<file path="src/hdl/cpu_alu_pkg.sv">
package cpu_alu_pkg;

	localparam int CMD_W  = 5;
	localparam int DATA_W = 16;
	localparam int BYTE_W = 8;

	typedef enum logic [CMD_W-1:0] {
		CMD_ADD   = 5'd0,
		CMD_ADC   = 5'd1,
		CMD_SUB   = 5'd2,
		CMD_SBC   = 5'd3,
		CMD_AND   = 5'd4,
		CMD_XOR   = 5'd5,
		CMD_OR    = 5'd6,
		CMD_CP    = 5'd7,
		CMD_INC8  = 5'd8,
		CMD_DEC8  = 5'd9,
		CMD_DAA   = 5'd10,
		CMD_CPL   = 5'd11,
		CMD_SCF   = 5'd12,
		CMD_CCF   = 5'd13,
		CMD_ADD16 = 5'd14,
		CMD_ADDSP = 5'd15,
		CMD_INC16 = 5'd16,
		CMD_DEC16 = 5'd17
	} cmd_t;

	typedef struct packed {
		logic zero;
		logic subtract;
		logic half_carry;
		logic carry;
	} flags_t;

	localparam logic [BYTE_W-1:0] DAA_LOW_ADJ  = 8'h06;
	localparam logic [BYTE_W-1:0] DAA_HIGH_ADJ = 8'h60;
	localparam logic [BYTE_W-1:0] DAA_LIMIT    = 8'h99;
	localparam logic [3:0]        NIBBLE_LIMIT = 4'd9;

endpackage

</file>
<file path="src/hdl/cpu_alu_with_flags_unit.sv">
// ALU of an 8-bit handheld-console processor, with Z, N, H and C flag logic.
//
// Input channel (cmd_valid / cmd_stall): one beat carries a command, two 16-bit
// operands and the four incoming flags. A beat is taken at a rising edge where
// cmd_valid is high and cmd_stall is low.
// Result channel (res_valid / res_stall): one beat carries the result, the
// write-back mark and the four new flags, for every input beat, in order.
//
// A beat is captured in the input register, the ALU works on it while it
// sits there, and the outcome is then registered in the result register
// once that register can load. Throughput is one beat per cycle while the
// receiver does not stall, set by the single register-to-register ALU pass.
//
// While the receiver stalls with a result waiting, the result register holds
// and the input register keeps the next beat; cmd_stall rises only when both
// are full, so at most two beats are in flight. Reset (arst_n low) empties
// both registers at once; payload registers are not cleared.
module cpu_alu_with_flags_unit (
	input  logic                            clk,
	input  logic                            arst_n,
	input  logic                            cmd_valid,
	output logic                            cmd_stall,
	input  logic [cpu_alu_pkg::CMD_W-1:0]   command,
	input  logic [cpu_alu_pkg::DATA_W-1:0]  operand_a,
	input  logic [cpu_alu_pkg::DATA_W-1:0]  operand_b,
	input  logic                            zero_in,
	input  logic                            subtract_in,
	input  logic                            half_carry_in,
	input  logic                            carry_in,
	output logic                            res_valid,
	input  logic                            res_stall,
	output logic [cpu_alu_pkg::DATA_W-1:0]  result,
	output logic                            write_back,
	output logic                            zero_out,
	output logic                            subtract_out,
	output logic                            half_carry_out,
	output logic                            carry_out
);
	import cpu_alu_pkg::*;

	// Input register.
	logic                valid_s1;
	cmd_t                cmd_s1;
	logic [DATA_W-1:0]   op_a_s1;
	logic [DATA_W-1:0]   op_b_s1;
	flags_t              flags_s1;

	// Result register.
	logic                valid_s2;
	logic [DATA_W-1:0]   result_s2;
	logic                wb_s2;
	flags_t              flags_s2;

	logic advance_s2;
	logic advance_s1;

	// The result register may load when it is empty or its beat is leaving.
	assign advance_s2 = !valid_s2 || !res_stall;
	assign advance_s1 = !valid_s1 || advance_s2;
	assign cmd_stall  = !advance_s1;

	always_ff @(posedge clk or negedge arst_n) begin
		if (!arst_n) begin
			valid_s1 <= 1'b0;
		end else if (advance_s1) begin
			valid_s1 <= cmd_valid;
		end
	end

	always_ff @(posedge clk) begin
		if (advance_s1 && cmd_valid) begin
			cmd_s1   <= cmd_t'(command);
			op_a_s1  <= operand_a;
			op_b_s1  <= operand_b;
			flags_s1 <= '{zero: zero_in, subtract: subtract_in,
				half_carry: half_carry_in, carry: carry_in};
		end
	end

	// ALU datapath. Byte commands look only at the low byte of each operand.
	logic [BYTE_W-1:0]   a8;
	logic [BYTE_W-1:0]   b8;
	logic                carry_sel;
	logic [BYTE_W:0]     add9;
	logic [4:0]          add_nib;
	logic [BYTE_W:0]     sub9;
	logic [4:0]          sub_nib;
	logic [DATA_W:0]     add17;
	logic [DATA_W-1:0]   sp_sum;
	logic [BYTE_W:0]     sp_low9;
	logic [4:0]          sp_nib;
	logic [BYTE_W-1:0]   inc8;
	logic [BYTE_W-1:0]   dec8;
	logic [BYTE_W-1:0]   daa_val;
	logic                daa_carry;
	logic [DATA_W-1:0]   alu_res;
	logic                alu_wb;
	flags_t              alu_flags;

	assign a8        = op_a_s1[BYTE_W-1:0];
	assign b8        = op_b_s1[BYTE_W-1:0];
	// ADC and SBC fold the incoming carry into the low bit.
	assign carry_sel = (cmd_s1 == CMD_ADC || cmd_s1 == CMD_SBC) ? flags_s1.carry : 1'b0;

	assign add9    = {1'b0, a8} + {1'b0, b8} + {{BYTE_W{1'b0}}, carry_sel};
	assign add_nib = {1'b0, a8[3:0]} + {1'b0, b8[3:0]} + {4'd0, carry_sel};
	// The top bit of a widened difference is the borrow out.
	assign sub9    = {1'b0, a8} - {1'b0, b8} - {{BYTE_W{1'b0}}, carry_sel};
	assign sub_nib = {1'b0, a8[3:0]} - {1'b0, b8[3:0]} - {4'd0, carry_sel};
	assign add17   = {1'b0, op_a_s1} + {1'b0, op_b_s1};
	assign sp_sum  = op_a_s1 + {{(DATA_W-BYTE_W){b8[BYTE_W-1]}}, b8};
	assign sp_low9 = {1'b0, a8} + {1'b0, b8};
	assign sp_nib  = {1'b0, a8[3:0]} + {1'b0, b8[3:0]};
	assign inc8    = a8 + 8'd1;
	assign dec8    = a8 - 8'd1;

	// Decimal adjust: the correction direction follows the subtract flag.
	always_comb begin
		daa_val   = a8;
		daa_carry = flags_s1.carry;
		if (flags_s1.subtract) begin
			if (flags_s1.half_carry) daa_val = daa_val - DAA_LOW_ADJ;
			if (flags_s1.carry)      daa_val = daa_val - DAA_HIGH_ADJ;
		end else begin
			if (flags_s1.half_carry || a8[3:0] > NIBBLE_LIMIT) begin
				daa_val = daa_val + DAA_LOW_ADJ;
			end
			if (flags_s1.carry || a8 > DAA_LIMIT) begin
				daa_val   = daa_val + DAA_HIGH_ADJ;
				daa_carry = 1'b1;
			end
		end
	end

	always_comb begin
		alu_res   = '0;
		alu_wb    = 1'b1;
		alu_flags = flags_s1;
		unique case (cmd_s1)
			CMD_ADD, CMD_ADC: begin
				alu_res   = {8'd0, add9[BYTE_W-1:0]};
				alu_flags = '{zero: add9[BYTE_W-1:0] == '0, subtract: 1'b0,
					half_carry: add_nib[4], carry: add9[BYTE_W]};
			end
			CMD_SUB, CMD_SBC, CMD_CP: begin
				alu_flags = '{zero: sub9[BYTE_W-1:0] == '0, subtract: 1'b1,
					half_carry: sub_nib[4], carry: sub9[BYTE_W]};
				// Compare keeps only the flags.
				if (cmd_s1 == CMD_CP) begin
					alu_wb = 1'b0;
				end else begin
					alu_res = {8'd0, sub9[BYTE_W-1:0]};
				end
			end
			CMD_AND: begin
				alu_res   = {8'd0, a8 & b8};
				alu_flags = '{zero: (a8 & b8) == '0, subtract: 1'b0,
					half_carry: 1'b1, carry: 1'b0};
			end
			CMD_XOR: begin
				alu_res   = {8'd0, a8 ^ b8};
				alu_flags = '{zero: (a8 ^ b8) == '0, subtract: 1'b0,
					half_carry: 1'b0, carry: 1'b0};
			end
			CMD_OR: begin
				alu_res   = {8'd0, a8 | b8};
				alu_flags = '{zero: (a8 | b8) == '0, subtract: 1'b0,
					half_carry: 1'b0, carry: 1'b0};
			end
			CMD_INC8: begin
				alu_res              = {8'd0, inc8};
				alu_flags.zero       = inc8 == '0;
				alu_flags.subtract   = 1'b0;
				alu_flags.half_carry = inc8[3:0] == 4'h0;
			end
			CMD_DEC8: begin
				alu_res              = {8'd0, dec8};
				alu_flags.zero       = dec8 == '0;
				alu_flags.subtract   = 1'b1;
				alu_flags.half_carry = dec8[3:0] == 4'hF;
			end
			CMD_DAA: begin
				alu_res              = {8'd0, daa_val};
				alu_flags.zero       = daa_val == '0;
				alu_flags.half_carry = 1'b0;
				alu_flags.carry      = daa_carry;
			end
			CMD_CPL: begin
				alu_res              = {8'd0, ~a8};
				alu_flags.subtract   = 1'b1;
				alu_flags.half_carry = 1'b1;
			end
			CMD_SCF, CMD_CCF: begin
				alu_wb               = 1'b0;
				alu_flags.subtract   = 1'b0;
				alu_flags.half_carry = 1'b0;
				alu_flags.carry      = (cmd_s1 == CMD_SCF) ? 1'b1 : !flags_s1.carry;
			end
			CMD_ADD16: begin
				alu_res              = add17[DATA_W-1:0];
				alu_flags.subtract   = 1'b0;
				// Half carry of a 16-bit add comes out of bit 11.
				alu_flags.half_carry = op_a_s1[12] ^ op_b_s1[12] ^ add17[12];
				alu_flags.carry      = add17[DATA_W];
			end
			CMD_ADDSP: begin
				alu_res   = sp_sum;
				alu_flags = '{zero: 1'b0, subtract: 1'b0,
					half_carry: sp_nib[4], carry: sp_low9[BYTE_W]};
			end
			CMD_INC16: alu_res = op_a_s1 + 16'd1;
			CMD_DEC16: alu_res = op_a_s1 - 16'd1;
			default: begin
				// Undefined commands pass the flags and write nothing.
				alu_wb = 1'b0;
			end
		endcase
	end

	always_ff @(posedge clk or negedge arst_n) begin
		if (!arst_n) begin
			valid_s2 <= 1'b0;
		end else if (advance_s2) begin
			valid_s2 <= valid_s1;
		end
	end

	always_ff @(posedge clk) begin
		if (advance_s2 && valid_s1) begin
			result_s2 <= alu_res;
			wb_s2     <= alu_wb;
			flags_s2  <= alu_flags;
		end
	end

	assign res_valid      = valid_s2;
	assign result         = result_s2;
	assign write_back     = wb_s2;
	assign zero_out       = flags_s2.zero;
	assign subtract_out   = flags_s2.subtract;
	assign half_carry_out = flags_s2.half_carry;
	assign carry_out      = flags_s2.carry;

endmodule

</file>
<file path="config.mk">
export PLATFORM = sky130hd
export DESIGN_NAME = cpu_alu_with_flags_unit
export DESIGN_NICKNAME = d
export VERILOG_FILES = /design/src/hdl/cpu_alu_pkg.sv /design/src/hdl/cpu_alu_with_flags_unit.sv
export SDC_FILE = /design/constraint.sdc
export NUM_CORES = 1
export LEC_CHECK = 0
export ABC_AREA = 1
export BUFFER_PORTS_ARGS = -buffer_cell sky130_fd_sc_hd__buf_4
export CORE_MARGIN = 2
export CORE_UTILIZATION = 43
export CTS_CLUSTER_DIAMETER = 40
export DETAILED_ROUTE_END_ITERATION = 8
export MAX_ROUTING_LAYER = met4
export PLACE_DENSITY_LB_ADDON = 0.08
export SYNTH_ARGS = -nofsm -noshare
export SYNTH_HDL_FRONTEND = slang
export SYNTH_SLANG_ARGS = --single-unit
export TNS_END_PERCENT = 5
</file>
<file path="constraint.sdc">
create_clock -name clk -period 2.77 [get_ports clk]
set_input_delay 0.831 -clock clk [delete_from_list [all_inputs] [get_ports clk]]
set_output_delay 0.831 -clock clk [all_outputs]
set_load 0.01 [all_outputs]
</file>
# Yosys cells after proc, flatten, opt, wreduce, memory -nomap -nowiden
# Cells that the tools add are included.
[op_classes]
addsub = 18
n_mul = 0
div_mod_pow = 0
n_lt_le_gt_ge = 2
eq_ne = 18
shifts = 0
muxes = 19
bitwise_logic = 6
reduce_logical = 31
[ops]
columns = ["operator", "count"]
rows = [
  ["case mux 16 bit (13 select lines)", 1],
  ["logical NOT 8 bit", 8],
  ["two-way mux 8 bit", 8],
  ["== test 5 x 4 -> 1 bit, second input constant", 8],
  ["== test 5 x 3 -> 1 bit, second input constant", 4],
  ["adder 16 x 16 -> 17 bit", 1],
  ["adder 16 x 1 -> 16 bit, second input constant", 1],
  ["adder 16 bit", 1],
  ["subtractor 16 x 1 -> 16 bit, second input constant", 1],
  ["OR reduction 13 bit", 1],
  ["== test 5 x 2 -> 1 bit, second input constant", 2],
  ["== test 5 bit, second input constant", 2],
  ["OR reduction 10 bit", 1],
  ["OR reduction 5 bit", 2],
  ["adder 8 x 8 -> 9 bit", 1],
  ["adder 9 x 1 -> 9 bit", 1],
  ["case mux 1 bit (9 select lines)", 1],
  ["subtractor 8 x 8 -> 9 bit", 1],
  ["subtractor 9 x 1 -> 9 bit", 1],
  ["adder 8 x 1 -> 8 bit, second input constant", 1],
  ["adder 8 x 3 -> 8 bit, second input constant", 1],
  ["adder 8 x 7 -> 8 bit, second input constant", 1],
  ["AND 8 bit", 1],
  ["> comparator 8 bit, second input constant", 1],
  ["other kinds (25)", 43],
]
[word_totals]
register_bits = 64
latchBits = 0
mem_bits_rw = 0
rom_bits = 0
in_bits = 45
out_inout_bits = 23
word_cells = 109
mem_count = 0

# Depth between registers and ports, before layout
[logic_depth]
word_depth = 9
ltp_mapped = 20

# Least setup slack after synthesis
# Ideal clock, no wire load.
[synth_timing]
kind = "register to register"
start = "reg cmd_s1[4]"
end = "reg flags_s2, in the netlist zero_out, data pin"
arrival_ns = 2.781
required_ns = 2.517
setup_slack_ns = -0.264
path_stages_with_launch = 18
synth_period_minus_slack_ns = 3.034
path_cell_list = "edfxtp_1 -> buf_6 -> inv_1 -> nand2_1 -> nor3_1 -> inv_1 -> fa_1 -> fa_1 -> or2_2 -> nand2_1 -> nand2_1 -> xor2_1 -> nand3_1 -> nor2_1 -> nand4_1 -> nand3_1 -> nor2_1 -> nor2_1"
[synth_rtl]
columns = ["element", "line_no", "text"]
rows = [
  ["start: declaration", "cpu_alu_with_flags_unit.sv:43", "cmd_t cmd_s1;"],
  ["start signal: assignment", "cpu_alu_with_flags_unit.sv:72", "cmd_s1 <= cmd_t'(command);"],
  ["end signal: assignment", "cpu_alu_with_flags_unit.sv:232", "flags_s2 <= alu_flags;"],
  ["end: declaration", "cpu_alu_with_flags_unit.sv:52", "flags_t flags_s2;"],
]

# Final worst setup path
[layout_timing]
start = "reg cmd_s1[2]"
end = "reg result_s2[5] (netlist: result[5]), data pin"
[layout_via]
elab_chain_cells = 6
elab_cells_between_ends = 24
classes_between = "2 x add/sub; 15 x eq/ne; 3 x mux; 4 x reduce/logical"
[layout_rtl]
columns = ["element", "line_no", "text"]
rows = [
  ["== test 5 x 1 -> 1 bit / == test 5 x 2 -> 1 bit (equally long branches)", "cpu_alu_with_flags_unit.sv:103, cpu_alu_with_flags_unit.sv:139", ""],
  ["logical OR 1 bit", "cpu_alu_with_flags_unit.sv:103", "assign carry_sel = (cmd_s1 == CMD_ADC || cmd_s1 == CMD_SBC) ? flags_s1.carry : 1'b0;"],
  ["two-way mux 1 bit", "cpu_alu_with_flags_unit.sv:103", ""],
  ["subtractor 9 x 1 -> 9 bit", "cpu_alu_with_flags_unit.sv:108", "assign sub9 = {1'b0, a8} - {1'b0, b8} - {{BYTE_W{1'b0}}, carry_sel};"],
  ["two-way mux 8 bit", "cpu_alu_with_flags_unit.sv:149", "if (cmd_s1 == CMD_CP) begin"],
  ["case mux 16 bit (13 select lines) *", "cpu_alu_with_flags_unit.sv:139", "unique case (cmd_s1)"],
  ["net alu_res[5]", "cpu_alu_with_flags_unit.sv:96", "logic [DATA_W-1:0] alu_res;"],
  ["end signal: assignment", "cpu_alu_with_flags_unit.sv:230", "result_s2 <= alu_res;"],
  ["end: declaration", "cpu_alu_with_flags_unit.sv:50", "logic [DATA_W-1:0] result_s2;"],
]
# Mark *: on every way through the listed nets, which the timed path passes. The rest lies on a longest branch.
# A chain may end at the register's enable or synchronous reset.

==> results.json <==
{
  "finalHoldViolations": 0,
  "clkTransAtPathRegs_ns": 0.06,
  "grt_start_max_net_pins": 42,
  "cts_sinks": 64,
  "synth_edf_count": 62,
  "yosys_warnings": 0,
  "place_area_sq_um": 8030,
  "grt_pass1_vias": 6641,
  "core_sq_um": 15000,
  "final_antenna_net_count": 0,
  "timing.rr.start": "cmd_s1[2]$_DFFE_PP_",
  "chipWidth_um": 127,
  "critPathKind": "reg2reg",
  "ir_drop_mv": 0.436,
  "clock_skew_ns": 0.00504,
  "status": "complete, but fails checks",
  "async_flop_share_pct": 3.13,
  "cts_made_buffers": 9,
  "fin_area_sq_um": 8880,
  "vias": 6981,
  "clockBufferDepth": 2,
  "cp_max_fo": 5,
  "wire_per_inst_um": 18.3,
  "dieArea_sq_um": 16200,
  "clk_latency_ns": 0.34,
  "worst_slack_ns": -0.149,
  "cp_data_required_time_ns": 2.83,
  "gp_congestion": 1.01,
  "cap_violations": 0,
  "hpwl_um": 18800,
  "total_power_w": 0.00410,
  "grt-ovfl-total": 0,
  "num_antenna_cells": 0,
  "failed_checks": "negative setup slack",
  "tritoncts": "built",
  "rrSetupSlack_ns": -0.15,
  "synth.area.top_cells": "edfxtp_1 (28%), nand2_1 (13%), ha_1 (13%)",
  "p_per_area_nw_per_um2": 462,
  "antenna_found_initial": 0,
  "syn-num-nets": 1011,
  "slew_viol_final": 0,
  "clock.fmax_ghz": 0.343,
  "die_h_um": 127,
  "netlist_area_sq_um": 6560,
  "cp-start-kind": "register",
  "drtPass1Iterations": 6,
  "drive_gt1_share_pct": 31.7,
  "final_cells": 1279,
  "synth_top_area_cell": "edfxtp_1",
  "port_buffers": 67,
  "finalHoldWorstSlack_ns": 0.258,
  "ys_seq_elements": 64,
  "start_util_pct": 43.6,
  "synthDistinctLibCells": 51,
  "cp.arrival_ns": 2.98,
  "syn_inst": 895,
  "r2r_cells": 16,
  "worst_slew_pin_slew_ns": 0.447,
  "ys.flop_type": "edfxtp_1",
  "cts-htree-levels": 3,
  "drc": 0,
  "power.leakage_nw": 4.24,
  "root_buffer": "clkbuf_16",
  "io_pins": 68,
  "grt_usage_pct": 29.8,
  "initialDrtViolationCount": 734,
  "synth_top_area_share_pct": 28.4,
  "cp-startpoint": "cmd_s1[2]$_DFFE_PP_",
  "nets": 1202,
  "cp-end-kind": "register",
  "finalSetupViolCount": 14,
  "r2r-end": "result[5]$_DFFE_PP_",
  "utilization_pct": 59.1,
  "relSlewSlack_pct": 70.0,
  "rsz0062_at_grt": "true",
  "routed_via_density": 5.46,
  "ys_seq_area_share_pct": 29.2,
  "num_rows": 45,
  "min_path_type": "in2async",
  "wl_um": 23400,
  "synth_area_per_cell_sq_um": 7.32,
  "syn2layout_area_growth_pct": 35.5,
  "place_inst": 1241,
  "fin_crit_sh_pct": 105,
  "min_period_ns": 2.92,
  "grt_pass1_wl_um": 35600
}
[timing repair]
action | 4_1_cts | 5_1_grt
hold buffers | 0 | 0
resized for setup | 62 | 32
setup buffers | 18 | 4
pin swaps | 34 | 23
setup endpoints to repair | 18 | 17
[metal layers]
layer  part of all wire [%]  global-route usage (%)  vias up
li1                       -                       -     3420
met1                     45                    39.4     3204
met2                     43                    44.0      301
met3                    8.5                    7.83       56
met4                    3.8                    11.2        0
met5                      0                       -        -
[flip-flops by register name, indices dropped and copies added (netlist names)]
register / count
subtract_out: 1
res_valid: 1
zero_out: 1
valid_s1: 1
write_back: 1
flags_s1: 4
result: 16
op_a_s1: 16
half_carry_out: 1
cmd_s1: 5
op_b_s1: 16
carry_out: 1
[stage by stage]
step	worst slack, ns	setup TNS (ns)
after floorplan	-0.0394	-0.0845
after global placement	-0.272	-2.57
after detailed placement	-0.287	-3.03
after CTS	-0.0520	-0.346
after global routing	-0.315	-3.65
final	-0.149	-0.961
[critical path, cell delays in order (launching register included)]
cell	delay (ns)
edfxtp_1	0.42
inv_2	0.10
nand2_4	0.06
nor3_4	0.33
nand2_2	0.12
buf_8	0.15
buf_4	0.15
nand2_2	0.08
ha_4	0.21
a21o_1	0.18
nor2_1	0.12
nand2_1	0.09
or2_2	0.28
nand3_2	0.09
o21ai_0	0.08
inv_1	0.06
o2111ai_1	0.13
[how the worst max path moves through the flow]
stage                                      end  slack [ns]  cells after the start
final                      result[5]$_DFFE_PP_       -0.15                     16
after global routing       result[5]$_DFFE_PP_       -0.32                     17
after CTS                 result[15]$_DFFE_PP_       -0.05                     19
after detailed placement  result[14]$_DFFE_PP_       -0.29                     18
after global placement    result[14]$_DFFE_PP_       -0.27                     18
after floorplan             zero_out$_DFFE_PP_       -0.04                     16
[cells in the mapped netlist, types with 10 or more instances]
| cell | count |
|---|---|
| xor2_1 | 24 |
| o21ai_0 | 30 |
| inv_2 | 13 |
| nand3_1 | 64 |
| nand4_1 | 29 |
| ha_1 | 67 |
| a21oi_1 | 47 |
| o211ai_1 | 10 |
| edfxtp_1 | 62 |
| nor2_1 | 76 |
| or2_2 | 10 |
| nand2_1 | 234 |
| inv_1 | 102 |
| o22ai_1 | 14 |
[placed cells by master, fill, tap and decap left out, drive strengths merged, types with 29 or more instances in the layout]
master / n
o21ai: 38
inv: 114
nand4: 29
edfxtp: 62
nand2: 242
ha: 67
a21oi: 48
nor2: 89
nand3: 68
buf: 190
[power by group]
| group | internal [W] | leakage (nW) | total, W | switching (W) |
|---|---|---|---|---|
| logic | 0.000773 | 3.48 | 0.00182 | 0.00104 |
| clock network | 0.000604 | 0.135 | 0.00105 | 0.000447 |
| registers | 0.00118 | 0.624 | 0.00124 | 0.0000541 |
[cell type report]
cell class / instances / area [sq um]
Fill cell: 1387 / 6150
Multi-Input combinational cell: 702 / 4550
Sequential cell: 64 / 1910
Timing Repair Buffer: 190 / 1460
Inverter: 119 / 454
Tap cell: 188 / 235
Clock buffer: 9 / 225
Clock inverter: 7 / 48.8
[cells by family (layout without fill, tap and decap cells)]
group | Yosys count | after routing | synth area share [%]
XOR/XNOR | 31 | 31 | 4.26
AND/OR/NAND/NOR | 459 | 459 | 31.6
adder cells (fa/ha/maj) | 71 | 71 | 14.0
flip-flops | 64 | 64 | 29.2
AO/OA/AOI/OAI | 141 | 141 | 12.8
buffers and inverters | 129 | 325 | 8.07
Note: power is estimated with default switching activity, not from simulation.
